$ cat config.mk
export PLATFORM = sky130hd
export DESIGN_NAME = psa_cell
export DESIGN_NICKNAME = d
export VERILOG_FILES = /design/src/rtl/core/psa_pkg.sv /design/src/rtl/core/psa_cell.sv
export SDC_FILE = /design/constraint.sdc
export NUM_CORES = 1
export LEC_CHECK = 0
export ABC_AREA = 1
export BUFFER_PORTS_ARGS = -buffer_cell sky130_fd_sc_hd__buf_2
export CAP_MARGIN = 20
export CORE_MARGIN = 2
export CORE_UTILIZATION = 23
export CTS_CLUSTER_DIAMETER = 200
export DETAILED_ROUTE_END_ITERATION = 8
export GPL_TIMING_DRIVEN = 1
export PLACE_DENSITY = 0.5
export RECOVER_POWER = 25
export SYNTH_ARGS = -nofsm -noshare
export SYNTH_HDL_FRONTEND = slang
export SYNTH_SLANG_ARGS = --single-unit
export TNS_END_PERCENT = 30
$ cat constraint.sdc
create_clock -name clk -period 2.6 [get_ports clk]
set_input_delay 0.39 -clock clk [delete_from_list [all_inputs] [get_ports clk]]
set_output_delay 0.39 -clock clk [all_outputs]
set_load 0.02 [all_outputs]
$ cat src/rtl/core/psa_pkg.sv
// Shared types and constants for the page slot allocator.
package psa_pkg;

  localparam int SLOT_COUNT_DEF = 256;
  localparam int SLOT_W         = 8;
  localparam int ID_W           = 32;
  localparam int CFG_W          = 9;

  localparam logic [CFG_W-1:0] CFG_RESET = 9'd256;

  // command codes
  localparam logic CMD_ALLOC  = 1'b0;
  localparam logic CMD_UNLOCK = 1'b1;

  typedef struct packed {
    logic              command;
    logic [ID_W-1:0]   asset_id;
    logic [ID_W-1:0]   page_id;
    logic [ID_W-1:0]   frame_number;
    logic [SLOT_W-1:0] target_slot;
  } in_item_t;

  typedef struct packed {
    logic [SLOT_W-1:0] slot;
    logic              evicted;
    logic [ID_W-1:0]   evicted_asset;
    logic [ID_W-1:0]   evicted_page;
    logic [ID_W-1:0]   slot_generation;
    logic              all_locked;
  } out_item_t;

  // search record handed from cell to cell
  typedef struct packed {
    logic            vld;
    logic            free_hit;
    logic            lru_hit;
    logic [ID_W-1:0] best_frame;
    logic [ID_W-1:0] best_asset;
    logic [ID_W-1:0] best_page;
    logic [ID_W-1:0] best_gen;
  } scan_rec_t;

  // write-back broadcast to the row
  typedef struct packed {
    logic            en;
    logic            claim;
    logic            bump;
    logic            unlock;
    logic [ID_W-1:0] asset;
    logic [ID_W-1:0] page;
    logic [ID_W-1:0] frame;
  } wr_cmd_t;

endpackage

$ cat src/rtl/core/psa_cell.sv
// One slot cell: holds the slot state and updates the passing search record.
module psa_cell #(
  parameter int SLOT_ID = 0,
  parameter int IDX_W   = 8,
  parameter int CNT_W   = 9
) (
  input  logic                    clk,
  input  logic                    rst_n,
  input  logic [CNT_W-1:0]        n_i,
  input  logic                    cmd_i,
  input  logic [psa_pkg::SLOT_W-1:0] target_i,
  input  psa_pkg::scan_rec_t      rec_i,
  input  logic [IDX_W-1:0]        idx_i,
  output psa_pkg::scan_rec_t      rec_o,
  output logic [IDX_W-1:0]        idx_o,
  input  psa_pkg::wr_cmd_t        wr_i,
  input  logic [IDX_W-1:0]        wr_idx_i
);

  logic                      alloc_r;
  logic                      lock_r;
  logic [psa_pkg::ID_W-1:0]  frame_r;
  logic [psa_pkg::ID_W-1:0]  asset_r;
  logic [psa_pkg::ID_W-1:0]  page_r;
  logic [psa_pkg::ID_W-1:0]  gen_r;

  psa_pkg::scan_rec_t rec_r, rec_nxt;
  logic [IDX_W-1:0]   idx_r, idx_nxt;

  logic active;
  logic wr_hit;

  assign active = CNT_W'(SLOT_ID) < n_i;
  assign wr_hit = wr_i.en && (wr_idx_i == IDX_W'(SLOT_ID));

  always_comb begin
    rec_nxt = rec_i;
    idx_nxt = idx_i;
    if (rec_i.vld && active) begin
      if (cmd_i == psa_pkg::CMD_UNLOCK) begin
        if (32'(SLOT_ID) == 32'(target_i)) begin
          rec_nxt.best_gen = gen_r;
        end
      end else if (!rec_i.free_hit) begin
        if (!alloc_r) begin
          // first free slot wins outright
          rec_nxt.free_hit = 1'b1;
          rec_nxt.best_gen = gen_r;
          idx_nxt          = IDX_W'(SLOT_ID);
        end else if (!lock_r && (!rec_i.lru_hit || frame_r < rec_i.best_frame)) begin
          // strict less keeps the lowest index on ties
          rec_nxt.lru_hit    = 1'b1;
          rec_nxt.best_frame = frame_r;
          rec_nxt.best_asset = asset_r;
          rec_nxt.best_page  = page_r;
          rec_nxt.best_gen   = gen_r;
          idx_nxt            = IDX_W'(SLOT_ID);
        end
      end
    end
  end

  always_ff @(posedge clk) begin
    if (!rst_n) begin
      rec_r   <= '0;
      idx_r   <= '0;
      alloc_r <= 1'b0;
      lock_r  <= 1'b0;
      gen_r   <= '0;
      frame_r <= '0;
      asset_r <= '0;
      page_r  <= '0;
    end else begin
      rec_r <= rec_nxt;
      idx_r <= idx_nxt;
      if (wr_hit) begin
        if (wr_i.claim) begin
          alloc_r <= 1'b1;
          lock_r  <= 1'b1;
          frame_r <= wr_i.frame;
          asset_r <= wr_i.asset;
          page_r  <= wr_i.page;
        end
        if (wr_i.unlock) begin
          lock_r <= 1'b0;
        end
        if (wr_i.bump) begin
          gen_r <= gen_r + 32'd1;
        end
      end
    end
  end

  assign rec_o = rec_r;
  assign idx_o = idx_r;

endmodule

Word-level counts from Yosys, hierarchy flattened
Index checks and enable logic that the tools add are counted.
- input port bits: 267
- bits in registers: 269
- output and inout port bits: 139
- reduce and logical (&&, ||, !) cells: 12
- $lt $le $gt $ge: 2
- $add $sub $neg: 1
- muxes and demuxes: 16
- operator list (kind ; count):
    two-way mux 130 bit ; 2
    two-way mux 129 bit ; 1
    two-way mux 98 bit ; 1
    two-way mux 97 bit ; 1
    two-way mux 32 bit ; 3
    two-way mux 8 bit ; 5
    adder 32 x 1 -> 32 bit, second input constant ; 1
    < comparator 32 bit ; 1
    logical NOT 8 bit ; 2
    < comparator 1 x 9 -> 1 bit, first input constant ; 1
    AND reduction 2 bit ; 3
    logical AND 1 bit ; 3
    two-way mux 1 bit ; 3
    logical NOT 1 bit ; 2
    nonzero test 2 bit ; 1
    logical OR 1 bit ; 1

Logic depth before layout (Yosys ltp)
Gate-level depths: netlist of the first run.
- depth after elaboration: 8
- gate-level depth with buffers: 20
- depth with buffers taken out: 19

Worst setup path before layout of the first run
No wires, ideal clock.
- path type: input to register
- from: in rec_i[115] (netlist name)
- to: reg rec_r (netlist bit rec_o[66])
- cell stages on the path: 14
- setup time: 128 ps
- slack: 519 ps
- required time: 2472 ps
- arrival: 1952 ps
- cell sequence: inv_1 ha_1 a21oi_1 o21ai_0 nand2_1 nand3_1 a21oi_1 nand2_1 nand2_1 nand2_2 inv_2 buf_4 clkbuf_1 a21oi_1
- longest elaborated chain between the ends: 8
- RTL lines (what ; RTL line ; source):
    from (decl) ; psa_cell.sv:12 ; input psa_pkg::scan_rec_t rec_i,
    < comparator 32 bit ; psa_cell.sv:50 ; end else if (!lock_r && (!rec_i.lru_hit || frame_r < rec_i.best_frame)) begin
    logical OR 1 bit ; psa_cell.sv:50 ;
    logical AND 1 bit ; psa_cell.sv:50 ;
    two-way mux 129 bit ; psa_cell.sv:50 ;
    two-way mux 97 bit ; psa_cell.sv:45 ; if (!alloc_r) begin
    two-way mux 130 bit ; psa_cell.sv:44 ; end else if (!rec_i.free_hit) begin
    two-way mux 98 bit ; psa_cell.sv:40 ; if (cmd_i == psa_pkg::CMD_UNLOCK) begin
    two-way mux 130 bit ; psa_cell.sv:39 ; if (rec_i.vld && active) begin
    to (signal assigned) ; psa_cell.sv:74 ; rec_r <= rec_nxt;
    to (decl) ; psa_cell.sv:27 ; psa_pkg::scan_rec_t rec_r, rec_nxt;
No other way between the ends.
A chain may end at the register's enable or synchronous reset.

Final worst setup path of the first run
- from: reg frame_r[11] (netlist name)
- to: reg rec_r (netlist bit rec_o[17])
- longest elaborated chain between the ends: 8
- RTL lines (what ; RTL line ; source):
    from (decl) ; psa_cell.sv:22 ; logic [psa_pkg::ID_W-1:0] frame_r;
    from (signal assigned) ; psa_cell.sv:80 ; frame_r <= wr_i.frame;
    < comparator 32 bit ; psa_cell.sv:50 ;
    logical OR 1 bit ; psa_cell.sv:50 ;
    logical AND 1 bit ; psa_cell.sv:50 ;
    two-way mux 129 bit ; psa_cell.sv:50 ;
    two-way mux 32 bit ; psa_cell.sv:45 ;
    two-way mux 130 bit ; psa_cell.sv:44 ;
    two-way mux 32 bit ; psa_cell.sv:40 ;
    two-way mux 130 bit ; psa_cell.sv:39 ;
No other way between the ends.

==> metrics.csv, run 1 <==
metric,value,unit
cp.arrival,2710,ps
period_needed,2312,ps
die_x,229.8,um
hpwl,29230,um
critPathKind,reg2reg,
max_freq,432.6,MHz
tightest_slew,1101,ps
yosysWarnings,0,
fin_ws,288.2,ps
track_usage,14.53,%
synthXorXnorAreaFrac,1.045,%
cts_root_buffer,clkbuf_16,
power_density,633.4,nW/um^2
synthAdderAreaFrac,3.413,%
first_pass_iters,7,
via_per_inst,4.380,
grt_max_degree,112,
synth.area.mux_share,0,%
dieArea,52820,um^2
portBuffers,405,
dp.cells,2599,
yosysSeqAreaShare,45.91,%
fp.coreArea,50270,um^2
num_vias,11670,
ctsHtreeMaxLevel,2,
fin_cells,2665,
numCtsBuffers,34,
stdcell_area,15760,um^2
synth_top_family_by_area,compound AO/OA/AOI/OAI gates,
p_leak,7.010,nW
grt_pass1_vias,11350,
antenna_found_initial,8,
netlist_area,11730,um^2
max-vdd-ir-drop,0.0004392,V
placed_cell_area,14710,um^2
layout-drive-gt1-share,21.92,%
dpl_worst_slack,9.030,ps
skew,22.68,ps
final_nets,2264,
finalSetupTns,0,ps
first_iter_violations,519,
setup_viol,0,
initial_core_util,23.33,%
hold_violations,0,
clkTransAtPathRegs,60,ps
syn-mean-instance-area,7.448,um^2
critical_path_required,3000,ps
ant_nets,0,
gp_congestion,0.8475,
worst_setup_path_start_kind,flip-flop,
clk_path_buf_depth,3,
grt_overflow_total,0,
dieHeight,229.8,um
drc,0,
rows,82,
ys_seq_elements,269,
min_path_type,in2reg,
tritoncts,done,
synth_compound_area_share,24.17,%
ios,406,
end_kind,flip-flop,
slew_headroom,26.62,%
wl,39830,um
slew_viol_final,0,
syn_inst,1575,
drv_cap,0,
syn-num-nets,1874,
cts_sinks,269,
area_growth,34.39,%
status,completed,
postCtsHoldBufs,0,
synthSimpleGateAreaFrac,13.54,%
fin_util,31.36,%
synth.distinct_cells,36,
wire_per_inst,14.95,um
period_share,88.91,%
grt_setup_unrepaired,no,
critPathMaxFanout,16,
clk_latency,530,ps
grt_pass1_wl,61200,um
-- worst max-delay path, cell delays in order, from the launching register on --
cell and delay, ps:
dfxtp_1 330, ha_1 300, nand2_1 50, inv_1 80, nand2_1 60, a31oi_1 170
nor2_1 60, nand2_1 100, nand2_1 70, nand2_2 80, nand2_2 70, buf_4 130
nand2_1 60, nand2_2 90, nand2_4 140, clkbuf_16 200, nand2_1 60, nand3_1 70
a21oi_1 60
-- through the flow --
step / hold slack, ps / power (mW)
after floorplan: 429.7 / 4.889
after global placement: 436.5 / 5.378
after detailed placement: 442.5 / 5.384
after CTS: 28.72 / 10.17
after global routing: 50.60 / 10.41
final: 62.72 / 9.985
-- registers in the layout, indices dropped and copies added (netlist names) --
register  flops
gen_r        32
lock_r        1
asset_r      32
idx_o         8
rec_o       131
alloc_r       1
page_r       32
frame_r      32
-- cell type report --
cell class / instances / area (um^2)
multi-input cells: 939 / 4972
fillers: 5519 / 34510
clock buffers: 47 / 939.7
diodes: 4 / 10.01
inverters: 269 / 1016
flip-flops and latches: 269 / 5385
repair buffers: 452 / 2437
clock inverters: 13 / 162.7
well taps: 672 / 840.8
-- cells in the final DEF, fill, tap and decap left out, types with 2 or more instances in the layout --
| cell type | n |
|---|---|
| a21oi_1 | 287 |
| buf_12 | 11 |
| buf_2 | 310 |
| buf_4 | 33 |
| bufinv_16 | 3 |
| clkbuf_1 | 104 |
| clkbuf_16 | 36 |
| clkbuf_8 | 4 |
| clkinv_2 | 7 |
| dfxtp_1 | 269 |
| diode_2 | 4 |
| ha_1 | 32 |
| inv_1 | 263 |
| inv_2 | 3 |
| inv_6 | 3 |
| nand2_1 | 131 |
| nand2_2 | 6 |
| nand2_4 | 2 |
| nand3_1 | 91 |
| nand3_4 | 4 |
| nand4_1 | 7 |
| nor2_1 | 46 |
| nor2_4 | 2 |
| nor3_1 | 20 |
| nor3_2 | 2 |
| nor3_4 | 2 |
| nor3b_1 | 2 |
| nor4_1 | 9 |
| o21a_1 | 2 |
| o21ai_0 | 271 |
| xor2_1 | 14 |
-- cells by family (layout without fill, tap and decap cells) --
logic type               Yosys count  in the layout
AO/OA/AOI/OAI                    564            564
XOR/XNOR                          14             14
adder cells (fa/ha/maj)           32             32
buffers and inverters            367            781
flip-flops                       269            269
other                              0              4
AND/OR/NAND/NOR                  329            329
-- cell usage after synthesis --
library cell	instances	area share [%]
a21oi_1	287	12
o21ai_0	271	12
dfxtp_1	269	46
inv_1	263	8.4
nand2_1	134	4.3
nand3_1	92	3.9
clkbuf_1	80	2.6
nor2_1	46	1.5
ha_1	32	3.4
nor3_1	20	0.85
xor2_1	14	1.0
buf_2	10	0.43
nor4_1	9	0.48
buf_1	7	0.22
nand4_1	7	0.37
inv_2	4	0.13
nand2_2	4	0.21
nand3_4	3	0.45
nor2_4	2	0.19
nor3_2	2	0.17
nor3_4	2	0.28
nor3b_1	2	0.13
o21a_1	2	0.13
a211oi_1	1	0.064
a221oi_1	1	0.075
a31oi_1	1	0.053
and2_1	1	0.053
buf_4	1	0.064
clkinv_1	1	0.032
inv_6	1	0.075
nand2_4	1	0.096
nand3b_4	1	0.17
nor3b_2	1	0.11
nor4_2	1	0.11
nor4_4	1	0.18
o21ai_1	1	0.043
-- where the power goes --
| group | switching (mW) | total, mW | leakage [nW] | internal, mW |
|---|---|---|---|---|
| Combinational | 0.608 | 0.977 | 4.26 | 0.369 |
| Sequential | 0.0405 | 4.29 | 2.21 | 4.25 |
| Clock | 1.87 | 4.71 | 0.544 | 2.84 |
-- path summary, 6_finish.rpt --
path | startpoint | slack (ps) | end | cells past startpoint
worst max-delay path | frame_r[11]$_SDFFE_PN0P_ | 290 | rec_o[17]$_SDFF_PN0_ | 18
worst min-delay path | rec_i[130] | 60 | rec_o[130]$_SDFF_PN0_ | 3
worst max register to register | frame_r[11]$_SDFFE_PN0P_ | 290 | rec_o[17]$_SDFF_PN0_ | 18
worst min register to register | page_r[12]$_SDFFE_PN0P_ | 450 | rec_o[44]$_SDFF_PN0_ | 2
-- timing repair --
item / 4_1_cts / 5_1_grt
hold endpoints to repair: 0 / 0
setup endpoints to repair: 0 / 37
setup buffers: 0 / 0
resized for setup: 0 / 5
-- metal layers --
metal  vias to the layer above  track usage [%]  part of all wire, %
li1                       5963                -                    -
met5                         -                0                0.065
met4                         4            5.060                  3.0
met1                      5322            17.26                   42
met3                        68            3.212                  5.6
met2                       316            25.70                   49
(Power assumes the default switching activity.)
==> run 2, diff against run 1 <==
--- a/config.mk
+++ b/config.mk
@@ -10,6 +10,7 @@
 export CAP_MARGIN = 20
 export CORE_MARGIN = 2
 export CORE_UTILIZATION = 23
+export CTS_BUF_LIST = sky130_fd_sc_hd__clkbuf_4
 export CTS_CLUSTER_DIAMETER = 200
 export DETAILED_ROUTE_END_ITERATION = 8
 export GPL_TIMING_DRIVEN = 1
==> metrics.csv, run 2 (synthesis gave the netlist of run 1 again) <==
metric,value,unit,change
layout-drive-gt1-share,24.48,%,+2.6 points
first_iter_violations,587,,+13%
ant_nets,0,,unchanged
fin_total_pwr,9.840,mW,-1.5%
fin_hold_ws,189.4,ps,+126.7 ps
critical_path_required,3330,ps,+330 ps
critical_path_depth,14,,-4
via_per_inst,4.366,,-0.32%
cts_sinks,269,,unchanged
grt_max_degree,112,,unchanged
hpwl,29230,um,unchanged
grt_pass1_vias,13220,,+16%
first_pass_iters,8,,+1
cp.arrival,3120,ps,+410 ps
rrSetupSlack,220,ps,-70 ps
period_share,91.80,%,+2.9 points
power_density,539.0,nW/um^2,-15%
max_freq,419.0,MHz,-3.1%
clk_path_buf_depth,3,,unchanged
grt_pass1_wl,67480,um,+10%
hold_depth,5,,+2
max-vdd-ir-drop,0.0002105,V,-52%
fin_util,36.31,%,+5.0 points
path_cells,dlygate4sd3_1 > clkbuf_1 > nor4_4 > nand3_4 > dlygate4sd3_1 > inv_6 > nand3_4 > nor3_4 > nand3b_4 > nor2_4 > nand2_1 > nand2_1 > inv_1 > nor2_1,,
wl,43590,um,+9.4%
n_fill_cell,5276,,-4.4%
dieArea,52820,um^2,unchanged
setup_viol,0,,unchanged
tritoncts,done,,
cts_root_buffer,clkbuf_4,,
drv_cap,0,,unchanged
grt_overflow_total,0,,unchanged
wire_per_inst,14.54,um,-2.7%
skew,61.26,ps,+38.58 ps
min_path_type,in2reg,,
fp.coreArea,50270,um^2,unchanged
gp_congestion,0.8475,,unchanged
slew_headroom,34.66,%,+8.0 points
finalSetupTns,0,ps,unchanged
period_needed,2387,ps,+74.94 ps
p_leak,8.318,nW,+19%
die_x,229.8,um,unchanged
hold_violations,0,,unchanged
clkTransAtPathRegs,70,ps,about the same
ctsHtreeMaxLevel,3,,+1
grt_setup_unrepaired,no,,
critPathKind,in2reg,,
dpl_worst_slack,9.030,ps,unchanged
rows,82,,unchanged
layout_commonest_cell,buf_2,,
postCtsSetupRepairBufs,0,,unchanged
cp_slowest_stage_delay,630,ps,+300 ps
worst_setup_path_start_kind,input pin,,
dieHeight,229.8,um,unchanged
drc,0,,unchanged
antenna_found_initial,4,,-4
fin_ws,213.3,ps,-74.94 ps
clk_latency,800,ps,+270 ps
ios,406,,unchanged
cp.buffers_inverters,5,,+2
num_vias,13090,,+12%
final_nets,2559,,+13%
slew_viol_final,0,,unchanged
crit_family,buffers and inverters,,
critPathMaxFanout,8,,-8
cpMaxStageDelayCell,dlygate4sd3_1,,
rr_worst_depth,15,,-3
largest_register_ffs,131,,unchanged
initial_core_util,23.33,%,unchanged
end_kind,flip-flop,,
status,completed,,
tightest_slew,980.1,ps,-120.7 ps
numCtsBuffers,80,,+140%
track_usage,15.98,%,+1.4 points
portBuffers,405,,unchanged
layout_common_cells,"buf_2, a21oi_1, o21ai_0",,
area_growth,55.63,%,
==> run 2: cell types whose count changed in the layout (fill, tap and decap cells not counted), sizes merged <==
| cell | delta |
|---|---|
| clkinv | +8 |
| diode | +1 |
| clkbuf | +20 |
| inv | +1 |
| bufinv | -1 |
| clkinvlp | +1 |
| dlygate4sd3 | +249 |
| buf | +53 |
==> run 2: path summary, 6_finish.rpt <==
path	start	to
worst min register to register	page_r[19]$_SDFFE_PN0P_	rec_o[51]$_SDFF_PN0_
worst max register to register	frame_r[11]$_SDFFE_PN0P_	rec_o[53]$_SDFF_PN0_
worst min-delay path	wr_idx_i[2]	gen_r[29]$_SDFFE_PN0P_
worst max-delay path	wr_idx_i[4]	gen_r[30]$_SDFFE_PN0P_
==> run 2: final cells by class <==
type	count	area [um^2]	area share (%)
Clock inverter	22	151.4	0.8293
Clock buffer	120	900.9	4.935
Timing Repair Buffer	701	4975	27.25
Tap cell	672	840.8	4.606
Sequential cell	269	5386	29.51
Antenna cell	5	12.51	0.06854
Multi-Input combinational cell	939	4972	27.24
Inverter	269	1016	5.565
==> run 2: power by group <==
part	internal (mW)	switching, mW
combinational	0.628	0.679
clock	2.31	1.93
sequential	4.25	0.0408
==> run 2: layer usage <==
metal / track usage [%] / vias to the layer above / share of wire, % / wire [um]
met4: 9.012 / 0 / 4.3 / 1876
met2: 28.29 / 442 / 50 / 21590
met1: 17.44 / 5918 / 40 / 17520
met5: 0 / - / 0 / 0
met3: 3.857 / 121 / 6.0 / 2606
li1: - / 6604 / - / -
==> run 2: what timing repair did <==
| action | CTS | global route |
|---|---|---|
| setup endpoints to repair | 0 | 52 |
| hold buffers | 249 | 0 |
| hold endpoints to repair | 245 | 0 |
| resized for setup | 0 | 9 |
==> run 2: worst reg2reg max path: stages, from the launching register on <==
cell and delay, ps:
dfxtp_1 330, ha_1 300, nand2_1 60, inv_1 80, nand2_1 60, a31oi_1 170, nor2_1 60, nand2_1 100
nand2_1 70, nand2_2 80, nand2_2 70, nand2_2 90, clkinv_2 100, buf_16 200, o21ai_0 420, a21oi_1 70
==> run 2: metrics by stage <==
stage | instances | area, um^2
after CTS | 2990 | 18260
after detailed placement | 2599 | 14710
after global routing | 2996 | 18250
after global placement | 2599 | 14710
final | 2997 | 18260
after floorplan | 1575 | 11730
==> run 3, diff against run 2 <==
==> constraint.sdc (replaced) <==
create_clock -name clk -period 2.4 [get_ports clk]
set_input_delay 0.36 -clock clk [delete_from_list [all_inputs] [get_ports clk]]
set_output_delay 0.36 -clock clk [all_outputs]
set_load 0.02 [all_outputs]
==> metrics.csv, run 3 (synthesis gave the netlist of run 1 again) <==
metric,value,unit,change
dp.cells,2624,,+0.96%
grt_pass1_wl,66750,um,-1.1%
ios,406,,unchanged
ctsHtreeMaxLevel,3,,unchanged
layout-drive-gt1-share,23.64,%,-0.84 points
n_fill_cell,5267,,-0.17%
rrSetupSlack,110,ps,-110 ps
period_needed,2293,ps,
regArea,5385,um^2,about the same
drv_cap,0,,unchanged
pwr-share-seq,44.0,%,+0.4 points
grt_pass1_vias,13150,,-0.56%
fp.coreArea,50270,um^2,unchanged
largest_register_ffs,131,,unchanged
p_comb_share,13.7,%,+0.4 points
wire_per_inst,14.34,um,-1.4%
holdPathEnd,gen_r[0]$_SDFFE_PN0P_,,
grt_overflow_total,0,,unchanged
cp.buffers_inverters,4,,-1
area_growth,58.72,%,
critPathMaxFanout,12,,+4
gp_congestion,0.8718,,+2.9%
dieHeight,229.8,um,unchanged
fin_cells,3027,,+1.0%
p_leak,8.351,nW,+0.41%
clkTransAtPathRegs,60,ps,about the same
worstReg2RegStart,frame_r[11]$_SDFFE_PN0P_,,
end_kind,flip-flop,,
p_clk_share,42.3,%,-0.8 points
cts_sinks,269,,unchanged
slew_headroom,47.95,%,+13 points
tritoncts,done,,
via_per_inst,4.338,,-0.65%
cp.arrival,2930,ps,-190 ps
slew_viol_final,0,,unchanged
hpwl,29540,um,+1.1%
path_cells,ha_1 > nand2_1 > inv_1 > nand2_1 > a31oi_1 > nor2_1 > nand2_2 > nand2_1 > nand2_2 > nand2_4 > nand2_4 > inv_8 > buf_4 > buf_4 > o21ai_0 > a21oi_1,,
final_nets,2597,,+1.5%
numCtsBuffers,79,,-1.3%
ant_nets,0,,unchanged
max-vdd-ir-drop,0.0003136,V,+49%
clk_latency,780,ps,-20 ps
worst_setup_path_start_kind,flip-flop,,
min_path_type,in2reg,,
hold_depth,5,,unchanged
initial_core_util,23.33,%,unchanged
dieArea,52820,um^2,unchanged
max_freq,436.2,MHz,
hold_violations,0,,unchanged
first_iter_violations,489,,-17%
power_density,567.7,nW/um^2,+5.3%
clk_path_buf_depth,3,,unchanged
cpMostUsedCell,nand2_1,,
critPathKind,reg2reg,,
crit_family,simple AND/OR/NAND/NOR gates,,
drc,0,,unchanged
status,completed,,
skew,50.04,ps,-11.22 ps
critical_path_required,3040,ps,-290 ps
worstHoldStart,wr_idx_i[4],,
track_usage,15.86,%,-0.11 points
portBuffers,405,,unchanged
power.internal,7.732,mW,+7.6%
layout_common_cells,"buf_2, a21oi_1, dfxtp_1",,
antenna_found_initial,2,,-2
die_x,229.8,um,unchanged
rows,82,,unchanged
layout_commonest_cell,buf_2,,
r2r-end,rec_o[96]$_SDFF_PN0_,,
fin_util,37.03,%,+0.72 points
rr_worst_depth,16,,+1
setup_viol,0,,unchanged
cp_slowest_stage_delay,330,ps,-300 ps
multiInputGateArea,5026,um^2,+1.1%
num_vias,13130,,+0.34%
tightest_slew,779.8,ps,-200.2 ps
cpMaxStageDelayCell,dfxtp_1,,
wl,43410,um,-0.42%
period_share,95.53,%,
p_sw,2.837,mW,+7.0%
grt_max_degree,103,,-8.0%
grt_setup_unrepaired,no,,
cts_root_buffer,clkbuf_4,,
fin_hold_ws,115.2,ps,-74.23 ps
switching_share,26.84,%,-0.097 points
first_pass_iters,5,,-3
-- run 3: changes by cell type in the layout (fill, tap and decap cells not counted), sizes merged --
cell	change
clkbuf	+44
inv	-2
clkinv	-3
dlygate4sd3	+12
buf	-21
diode	-2
clkinvlp	+2
-- run 3: metrics by stage --
step / TNS, ps / power, mW / setup slack (ps) / cell area, um^2
2_1_floorplan: 0 / 5.297 / 349.3 / 11730
3_3_place_gp: -15700 / 5.846 / -226.3 / 14940
3_5_place_dp: -18070 / 5.854 / -259.8 / 14940
4_1_cts: 0 / 10.80 / 0.2209 / 18590
5_1_grt: 0 / 11.17 / 1.943 / 18620
6_report: 0 / 10.57 / 107.3 / 18620
-- run 3: worst register-to-register path, stage by stage (launching register included) --
cell,delay (ps)
dfxtp_1,330
ha_1,300
nand2_1,50
inv_1,80
nand2_1,60
a31oi_1,210
nor2_1,80
nand2_2,80
nand2_1,70
nand2_2,100
nand2_4,70
nand2_4,110
inv_8,60
buf_4,180
buf_4,160
o21ai_0,170
a21oi_1,70
-- run 3: worst max path at each step --
stage	start	end	slack, ps	cells after the start
6_report	frame_r[11]$_SDFFE_PN0P_	rec_o[96]$_SDFF_PN0_	110	16
5_1_grt	frame_r[11]$_SDFFE_PN0P_	rec_o[19]$_SDFF_PN0_	2	15
4_1_cts	frame_r[15]$_SDFFE_PN0P_	rec_o[19]$_SDFF_PN0_	0.2	16
3_5_place_dp	rec_i[111]	rec_o[53]$_SDFF_PN0_	-260	18
3_3_place_gp	rec_i[111]	rec_o[53]$_SDFF_PN0_	-230	18
2_1_floorplan	rec_i[115]	rec_o[66]$_SDFF_PN0_	350	14
-- run 3: power by group through the flow --
stage	sequential [mW]	combinational [mW]	clock [mW]
after detailed placement	4.75	1.10	0
final	4.65	1.44	4.47
after global routing	4.66	1.58	4.93
after CTS	4.65	1.46	4.69
after global placement	4.75	1.10	0
after floorplan	4.92	0.376	0
-- run 3: cell type report --
cell class | count | share of cell area (%)
Multi-Input combinational cell | 939 | 27.00
Timing Repair Buffer | 740 | 28.60
Inverter | 269 | 5.470
Clock buffer | 116 | 4.677
Sequential cell | 269 | 28.92
Clock inverter | 19 | 0.7728
Tap cell | 672 | 4.516
Antenna cell | 3 | 0.04032
-- run 3: routing by layer --
metal	vias up	track usage (%)	share of wire, %	routed length, um
li1	6672	-	-	-
met1	5949	17.61	41	17860
met2	382	27.87	49	21360
met3	127	3.782	5.2	2269
met4	0	8.730	4.4	1914
met5	-	0	0	0
-- run 3: timing repair --
item | in CTS | in global routing
setup endpoints to repair | 70 | 130
hold buffers | 262 | 0
resized for setup | 8 | 44
pin swaps | 0 | 5
cloned | 0 | 2
hold endpoints to repair | 248 | 0
setup buffers | 0 | 2
